==> config.mk <==
export PLATFORM = sky130hd
export DESIGN_NAME = heater_cooler_thermostat_fsm
export DESIGN_NICKNAME = d
export VERILOG_FILES = /design/src/hdl/hct_pkg.sv /design/src/hdl/heater_cooler_thermostat_fsm.sv /design/src/hdl/hct_step.sv
export SDC_FILE = /design/constraint.sdc
export NUM_CORES = 1
export LEC_CHECK = 0
export ABC_CLOCK_PERIOD_IN_PS = 18200
export CAP_MARGIN = 20
export CORE_MARGIN = 4
export CORE_UTILIZATION = 25
export CTS_BUF_LIST = sky130_fd_sc_hd__clkbuf_8
export DETAILED_ROUTE_END_ITERATION = 8
export DONT_BUFFER_PORTS = 1
export PLACE_DENSITY = 0.39
export REMOVE_ABC_BUFFERS = 1
export SYNTH_ARGS = -nofsm -noshare
export SYNTH_HDL_FRONTEND = slang
export SYNTH_HIERARCHICAL = 1
export SYNTH_SLANG_ARGS = --single-unit
==> constraint.sdc <==
create_clock -name clk -period 18.2 [get_ports clk]
set_input_delay 3.64 -clock clk [delete_from_list [all_inputs] [get_ports clk]]
set_output_delay 3.64 -clock clk [all_outputs]
set_load 0.05 [all_outputs]
==> src/hdl/hct_pkg.sv <==
// Shared types and constants for the heater/cooler thermostat.
// Used by hct_step and heater_cooler_thermostat_fsm; depends on nothing.
package hct_pkg;

  typedef enum logic [1:0] {
    MODE_OFF    = 2'd0,
    MODE_NORMAL = 2'd1,
    MODE_SET    = 2'd2
  } mode_t;

  typedef enum logic [2:0] {
    REG_MAX_SETPOINT     = 3'd0,
    REG_MIN_SETPOINT     = 3'd1,
    REG_SETPOINT_STEP    = 3'd2,
    REG_HYSTERESIS_BAND  = 3'd3,
    REG_INITIAL_SETPOINT = 3'd4,
    REG_TIMEOUT_PERIODS  = 3'd5
  } reg_idx_t;

  // press count at which plus/minus start stepping the set point
  localparam logic [1:0]  PRESS_ARMED = 2'd2;
  localparam logic [15:0] IDLE_MAX    = 16'hFFFF;
  localparam logic [7:0]  TEMP_MAX    = 8'hFF;

  localparam logic [7:0]  RST_MAX_SETPOINT     = 8'd75;
  localparam logic [7:0]  RST_MIN_SETPOINT     = 8'd35;
  localparam logic [4:0]  RST_SETPOINT_STEP    = 5'd5;
  localparam logic [4:0]  RST_HYSTERESIS_BAND  = 5'd5;
  localparam logic [7:0]  RST_INITIAL_SETPOINT = 8'd60;
  localparam logic [15:0] RST_TIMEOUT_PERIODS  = 16'd250;
  localparam logic [7:0]  RST_TARGET           = 8'd60;

  typedef struct packed {
    logic [7:0]  max_setpoint;
    logic [7:0]  min_setpoint;
    logic [4:0]  setpoint_step;
    logic [4:0]  hysteresis_band;
    logic [7:0]  initial_setpoint;
    logic [15:0] timeout_periods;
  } cfg_t;

  typedef struct packed {
    mode_t       mode;
    logic        powered;
    logic [1:0]  press_count;
    logic [7:0]  setpoint;
    logic [7:0]  active_target;
    logic [7:0]  saved_target;
    logic        heater;
    logic        cooler;
    logic [15:0] idle_count;
  } state_t;

  typedef struct packed {
    logic       plus_press;
    logic       minus_press;
    logic       set_press;
    logic [7:0] avg_temp;
    logic       avg_valid;
  } item_t;

endpackage

==> src/hdl/heater_cooler_thermostat_fsm.sv <==
// Top level of the heater/cooler thermostat: stream ports, config registers,
// state register and result register. Depends on hct_pkg and hct_step.
//
// Usage:
//   Each transfer on the s_ channel is one update period: button press events
//   (plus, minus, set) and an optional averaged temperature sample, with
//   s_tuser marking the sample as fresh. Each period yields exactly one result
//   transfer on the m_ channel: drive outputs, mode, set point and target,
//   all taken after that period's update.
//   Configuration registers (limits, step, hysteresis band, initial set
//   point, timeout) are written over the cfg_ channel by index; cfg_ready is
//   always high. Write them only while no period is in flight.
//   Data path: a period accepted on the s_ channel sits in the input register;
//   the state update and result capture happen together as it moves into the
//   result register, which then shows it on m_tvalid.
//   Throughput: one period per cycle while the result stream is not stalled, as the
//   next-state logic between the input register and the result register is combinational.
//   Stall: when m_tready is low a valid result holds in the result register; the
//   input register still takes one more period if it is empty, then s_tready drops.
//   Reset (rst, synchronous): mode off, unpowered, drives off, set point and
//   targets 60, idle counter cleared, registers back to their defaults.
module heater_cooler_thermostat_fsm (
  input  logic        clk,
  input  logic        rst,
  // input stream
  input  logic        s_tvalid,
  output logic        s_tready,
  input  logic [15:0] s_tdata,   // plus_press, minus_press, set_press, avg_temp[7:0], zero pad
  input  logic        s_tuser,   // avg_valid
  // result stream
  output logic        m_tvalid,
  input  logic        m_tready,
  output logic [23:0] m_tdata,   // heater_on, cooler_on, op_mode[1:0], setpoint_out[7:0],
                                 // target_out[7:0], zero pad
  // configuration writes
  input  logic        cfg_valid,
  output logic        cfg_ready,
  input  logic [2:0]  cfg_index,
  input  logic [15:0] cfg_data
);

  hct_pkg::cfg_t   cfg;
  hct_pkg::state_t st;
  hct_pkg::state_t st_next;
  hct_pkg::item_t  in_item;
  logic            in_valid;
  logic            out_ready;
  logic            advance;
  logic [23:0]     result;

  assign cfg_ready = 1'b1;

  // configuration registers; unknown indexes are dropped
  always_ff @(posedge clk) begin
    if (rst) begin
      cfg.max_setpoint     <= hct_pkg::RST_MAX_SETPOINT;
      cfg.min_setpoint     <= hct_pkg::RST_MIN_SETPOINT;
      cfg.setpoint_step    <= hct_pkg::RST_SETPOINT_STEP;
      cfg.hysteresis_band  <= hct_pkg::RST_HYSTERESIS_BAND;
      cfg.initial_setpoint <= hct_pkg::RST_INITIAL_SETPOINT;
      cfg.timeout_periods  <= hct_pkg::RST_TIMEOUT_PERIODS;
    end else if (cfg_valid && cfg_ready) begin
      unique case (hct_pkg::reg_idx_t'(cfg_index))
        hct_pkg::REG_MAX_SETPOINT:     cfg.max_setpoint     <= cfg_data[7:0];
        hct_pkg::REG_MIN_SETPOINT:     cfg.min_setpoint     <= cfg_data[7:0];
        hct_pkg::REG_SETPOINT_STEP:    cfg.setpoint_step    <= cfg_data[4:0];
        hct_pkg::REG_HYSTERESIS_BAND:  cfg.hysteresis_band  <= cfg_data[4:0];
        hct_pkg::REG_INITIAL_SETPOINT: cfg.initial_setpoint <= cfg_data[7:0];
        hct_pkg::REG_TIMEOUT_PERIODS:  cfg.timeout_periods  <= cfg_data;
        default: begin
        end
      endcase
    end
  end

  // handshake: result register frees up when empty or being taken
  assign out_ready = !m_tvalid || m_tready;
  assign advance   = in_valid && out_ready;
  assign s_tready  = !in_valid || out_ready;

  // input register
  always_ff @(posedge clk) begin
    if (rst) begin
      in_valid <= 1'b0;
    end else if (s_tready) begin
      in_valid <= s_tvalid;
    end
  end

  always_ff @(posedge clk) begin
    if (s_tvalid && s_tready) begin
      in_item.plus_press  <= s_tdata[0];
      in_item.minus_press <= s_tdata[1];
      in_item.set_press   <= s_tdata[2];
      in_item.avg_temp    <= s_tdata[10:3];
      in_item.avg_valid   <= s_tuser;
    end
  end

  hct_step u_step (
    .cfg  (cfg),
    .cur  (st),
    .item (in_item),
    .nxt  (st_next)
  );

  // state register: advance once per period as it moves to the result stage
  always_ff @(posedge clk) begin
    if (rst) begin
      st.mode          <= hct_pkg::MODE_OFF;
      st.powered       <= 1'b0;
      st.press_count   <= '0;
      st.setpoint      <= hct_pkg::RST_TARGET;
      st.active_target <= hct_pkg::RST_TARGET;
      st.saved_target  <= hct_pkg::RST_TARGET;
      st.heater        <= 1'b0;
      st.cooler        <= 1'b0;
      st.idle_count    <= '0;
    end else if (advance) begin
      st <= st_next;
    end
  end

  // result register
  always_ff @(posedge clk) begin
    if (rst) begin
      m_tvalid <= 1'b0;
    end else if (out_ready) begin
      m_tvalid <= in_valid;
    end
  end

  always_ff @(posedge clk) begin
    if (advance) begin
      result <= {4'b0, st_next.active_target, st_next.setpoint, st_next.mode,
                 st_next.cooler, st_next.heater};
    end
  end

  assign m_tdata = result;

  // heater and cooler never drive together
  a_drives_exclusive: assert property (@(posedge clk) disable iff (rst)
    !(st.heater && st.cooler))
    else $error("heater and cooler both on");

  // off mode exactly when unpowered
  a_off_unpowered: assert property (@(posedge clk) disable iff (rst)
    (st.mode == hct_pkg::MODE_OFF) == !st.powered)
    else $error("mode and power flag disagree");

  // drives stay off while switched off
  a_off_drives: assert property (@(posedge clk) disable iff (rst)
    (st.mode == hct_pkg::MODE_OFF) |-> (!st.heater && !st.cooler))
    else $error("drive on in off mode");

  // press count stops at the armed value
  a_press_range: assert property (@(posedge clk) disable iff (rst)
    st.press_count != 2'd3)
    else $error("press count overran");

  // state moves only when a period passes into the result register
  a_state_hold: assert property (@(posedge clk) disable iff (rst)
    !advance |=> $stable(st))
    else $error("state changed without a period");

endmodule

==> src/hdl/hct_step.sv <==
// Next-state logic for one update period of the thermostat.
// Depends on hct_pkg (cfg_t, state_t, item_t, mode_t).
module hct_step (
  input  hct_pkg::cfg_t   cfg,
  input  hct_pkg::state_t cur,
  input  hct_pkg::item_t  item,
  output hct_pkg::state_t nxt
);

  hct_pkg::state_t s;
  logic            any_press;
  logic            updown;
  logic [8:0]      sp_up;
  logic            heat_hit;
  logic            cool_hit;

  assign any_press = item.plus_press | item.minus_press | item.set_press;
  assign updown    = item.plus_press | item.minus_press;

  always_comb begin
    s = cur;

    // idle timeout
    if (s.mode == hct_pkg::MODE_SET && s.idle_count != hct_pkg::IDLE_MAX) begin
      s.idle_count = s.idle_count + 16'd1;
    end
    if (any_press) begin
      s.idle_count = '0;
    end
    if (s.mode == hct_pkg::MODE_SET && s.idle_count >= cfg.timeout_periods) begin
      s.mode        = hct_pkg::MODE_NORMAL;
      s.idle_count  = '0;
      s.press_count = '0;
    end

    // mode check
    if (updown && s.press_count != hct_pkg::PRESS_ARMED && s.powered) begin
      s.heater      = 1'b0;
      s.cooler      = 1'b0;
      s.mode        = hct_pkg::MODE_SET;
      s.press_count = s.press_count + 2'd1;
    end else if (item.set_press) begin
      if (!s.powered) begin
        s.mode    = hct_pkg::MODE_NORMAL;
        s.powered = 1'b1;
      end else begin
        s.active_target = s.saved_target;
        s.heater        = 1'b0;
        s.cooler        = 1'b0;
        s.idle_count    = '0;
        s.press_count   = '0;
        s.setpoint      = cfg.initial_setpoint;
        s.mode          = hct_pkg::MODE_OFF;
        s.powered       = 1'b0;
      end
    end

    // action of the resulting mode
    sp_up    = {1'b0, s.setpoint} + {4'b0, cfg.setpoint_step};
    heat_hit = ({1'b0, s.active_target} >= {4'b0, cfg.hysteresis_band}) &&
               (({1'b0, item.avg_temp} + {4'b0, cfg.hysteresis_band}) <=
                {1'b0, s.active_target});
    cool_hit = {1'b0, item.avg_temp} >=
               ({1'b0, s.active_target} + {4'b0, cfg.hysteresis_band});

    unique case (s.mode)
      hct_pkg::MODE_SET: begin
        s.saved_target  = s.setpoint;
        s.active_target = s.setpoint;
        if (item.plus_press && s.press_count == hct_pkg::PRESS_ARMED) begin
          if (s.setpoint < cfg.max_setpoint) begin
            s.setpoint = sp_up[8] ? hct_pkg::TEMP_MAX : sp_up[7:0];
          end
        end else if (item.minus_press && s.press_count == hct_pkg::PRESS_ARMED) begin
          if (s.setpoint > cfg.min_setpoint) begin
            s.setpoint = (s.setpoint > {3'b0, cfg.setpoint_step}) ?
                         s.setpoint - {3'b0, cfg.setpoint_step} : 8'd0;
          end
        end
      end
      hct_pkg::MODE_NORMAL: begin
        if (item.avg_valid) begin
          if (heat_hit) begin
            s.heater = 1'b1;
            s.cooler = 1'b0;
          end else if (cool_hit) begin
            s.heater = 1'b0;
            s.cooler = 1'b1;
          end
        end
      end
      default: begin
      end
    endcase

    nxt = s;
  end

endmodule

==> results.json <==
{
  "outcome": "complete, no violations",
  "cts_setup_buffers": 0,
  "initial_core_util_pct": 25.5,
  "maxSlewHeadroom_pct": 40.0,
  "via_per_inst": 4.49,
  "slowest_stage": "a222oi_1",
  "multiInputGateArea_mm2": 0.00493,
  "fillers": 3595,
  "hold_viol": 0,
  "ys_types": 74,
  "gp_congestion": 0.781,
  "p_total_uw": 635,
  "yosysWarnings": 6,
  "critPathRequiredTime_ns": 18.59,
  "diodes": 0,
  "insertion_delay_ns": 0.46,
  "grt_max_degree": 155,
  "min_period_over_period_pct": 44.0,
  "peakVddDrop_mv": 0.0434,
  "worstMarginPinSlew_ns": 0.900,
  "synth_most_common_cell": "nor2_1",
  "ios": 68,
  "tns_ns": 0,
  "synth_common_cells": "111 x nor2_1, 99 x dfxtp_1, 89 x a21oi_1, 79 x mux2i_1, 78 x nand2b_1",
  "ys.flop_type": "dfxtp_1",
  "cts_hold_buf": 0,
  "grt.total_usage_pct": 12.3,
  "fin_hold_ws_ns": 0.464,
  "ant_nets": 0,
  "start_kind": "flip-flop",
  "setup_viol": 0,
  "ys_top_cells_by_area": "dfxtp_1 24%, edfxtp_1 11%, ha_1 11%, mux2i_1 9.4%, nand2b_1 5.8%",
  "root_buffer": "clkbuf_8",
  "ctsResizeCount": 0,
  "dp_hpwl_mm": 15.7,
  "synth_cells": 951,
  "vias": 6222,
  "hp-class": "reg -> reg",
  "drt_iter0_markers": 278,
  "synthDominantCellAreaShare_pct": 23.6,
  "htree_levels": 4,
  "arrival_ns": 8.39,
  "maxSlewViolCount": 0,
  "register_area_mm2": 0.00294,
  "dr.pass1.iters": 4,
  "p_leak_uw": 0.00337,
  "cts_tree": "built",
  "synth_area_per_cell_um2": 8.83,
  "synth_area_mm2": 0.00839,
  "ys_seq_elements": 131,
  "drv_cap": 0,
  "port_buffers": 0,
  "cts.sinks": 131,
  "grt.overflow.total": 0,
  "area_growth_pct": 9.12,
  "max_freq_mhz": 125,
  "async_flop_share_pct": 0,
  "endpoint_kind": "flip-flop",
  "min_period_ns": 8.00,
  "seq_area_frac_synth_pct": 35.1,
  "cts_buffers": 17,
  "dieWidth_um": 191,
  "fin_worst_skew_ns": 0.0176,
  "path_clk_slew_ns": 0.08,
  "final_layout_size_suffix_gt1_share_pct": 7.21,
  "p_per_area_mw_per_mm2": 69.4,
  "grt_pass1_vias": 6217,
  "grt_pass1_wl_mm": 34.9,
  "synth_edf_count": 32,
  "yosysTopAreaCell": "dfxtp_1",
  "crit_type": "reg -> reg",
  "cpPeakStageDelay_ns": 0.60,
  "rsz0062_at_grt": "false",
  "antenna_found_initial": 0,
  "core_area_mm2": 0.0329,
  "clk_path_buf_depth": 2,
  "finalWirelength_mm": 21.9,
  "die_y_um": 191,
  "crit_fanout": 18,
  "wl_per_cell_um": 15.8,
  "fp-row-count": 66,
  "fin_nets": 1049,
  "die_area_mm2": 0.0366,
  "drc": 0
}
-- per-layer routing --
metal  wire, µm  global-route usage, %  up-vias  share of wire, %
li1           -                      -     3223                 -
met4        197                   2.85        0              0.90
met1      10600                   16.1     2921                48
met3        988                   3.41       12               4.5
met2      10100                   20.0       66                46
met5          0                      0        -                 0
-- path summary, 6_finish.rpt --
check                           cells after the start  slack (ns)    from  endpoint
worst max-delay path                               30       10.20   st[6]    st[37]
worst min-delay path                                2        0.46  cfg[9]    cfg[9]
worst max register to register                     30       10.20   st[6]    st[37]
worst min register to register                      2        0.46  cfg[9]    cfg[9]
-- cell type report --
| class | instances | area share, % |
|---|---|---|
| Multi-Input combinational cell | 703 | 53.9 |
| Sequential cell | 131 | 32.1 |
| Tap cell | 442 | 6.04 |
| Inverter | 71 | 2.91 |
| Clock buffer | 17 | 2.55 |
| Clock inverter | 15 | 1.86 |
| Timing Repair Buffer | 6 | 0.628 |
-- logic make-up (layout without fill, tap and decap cells) --
group	count (synthesis)	in the layout	share of synthesized area (%)
AOI/OAI and AO/OA	158	158	11.5
xor gates and xnor gates	33	33	3.44
adders and majority gates	78	78	12.0
buffers and inverters	120	109	6.44
DFF	131	131	35.1
muxes	84	84	10.1
other	2	5	0.0895
and+or+nand+nor	345	345	21.4
-- where the power goes --
group	switching, µW	internal [µW]
sequential	10.4	305
combinational	32.3	23.4
clock	138	126
total	181	454
-- through the flow --
step	cells	utilization (%)	setup slack (ns)	cell area, µm²
floorplan	905	-	10.15	8130
global placement	1352	26.6	10.19	8730
detailed placement	1353	26.6	10.16	8750
CTS	1385	27.9	10.15	9160
global route	1385	27.9	9.42	9160
finish	1385	27.9	10.20	9160
-- state kept, by name, indices dropped and copies added (netlist names) --
name / cells
in_valid: 1
m_tdata: 20
m_tvalid: 1
cfg: 50
st: 47
in_item: 12
-- worst max-delay path: cells and delay by family (launching register included) --
kind / cells / cell delay (ns)
compound gates: 10 / 2.81
simple gates: 11 / 2.33
fa+ha+maj: 3 / 0.94
buf+inv: 3 / 0.74
mux: 2 / 0.55
flops: 1 / 0.38
xor+xnor: 1 / 0.18
-- cells in the final DEF (no fill, tap or decap), drive strengths merged, types with 3 or more instances in the layout --
cell type / n
o21ai: 23
conb: 5
xor2: 20
nor2b: 9
and2: 4
mux2: 5
a21boi: 3
o21bai: 8
nand4: 12
and4: 5
nand2: 53
nand3: 16
and4b: 3
a31oi: 3
and4bb: 3
nor3: 39
mux2i: 79
a21oi: 89
nor2: 113
ha: 74
nand2b: 78
buf: 6
xnor2: 13
clkinv: 3
dfxtp: 99
a21o: 4
clkbuf: 17
fa: 4
o21a: 5
edfxtp: 32
inv: 79
(Power assumes the default switching activity.)
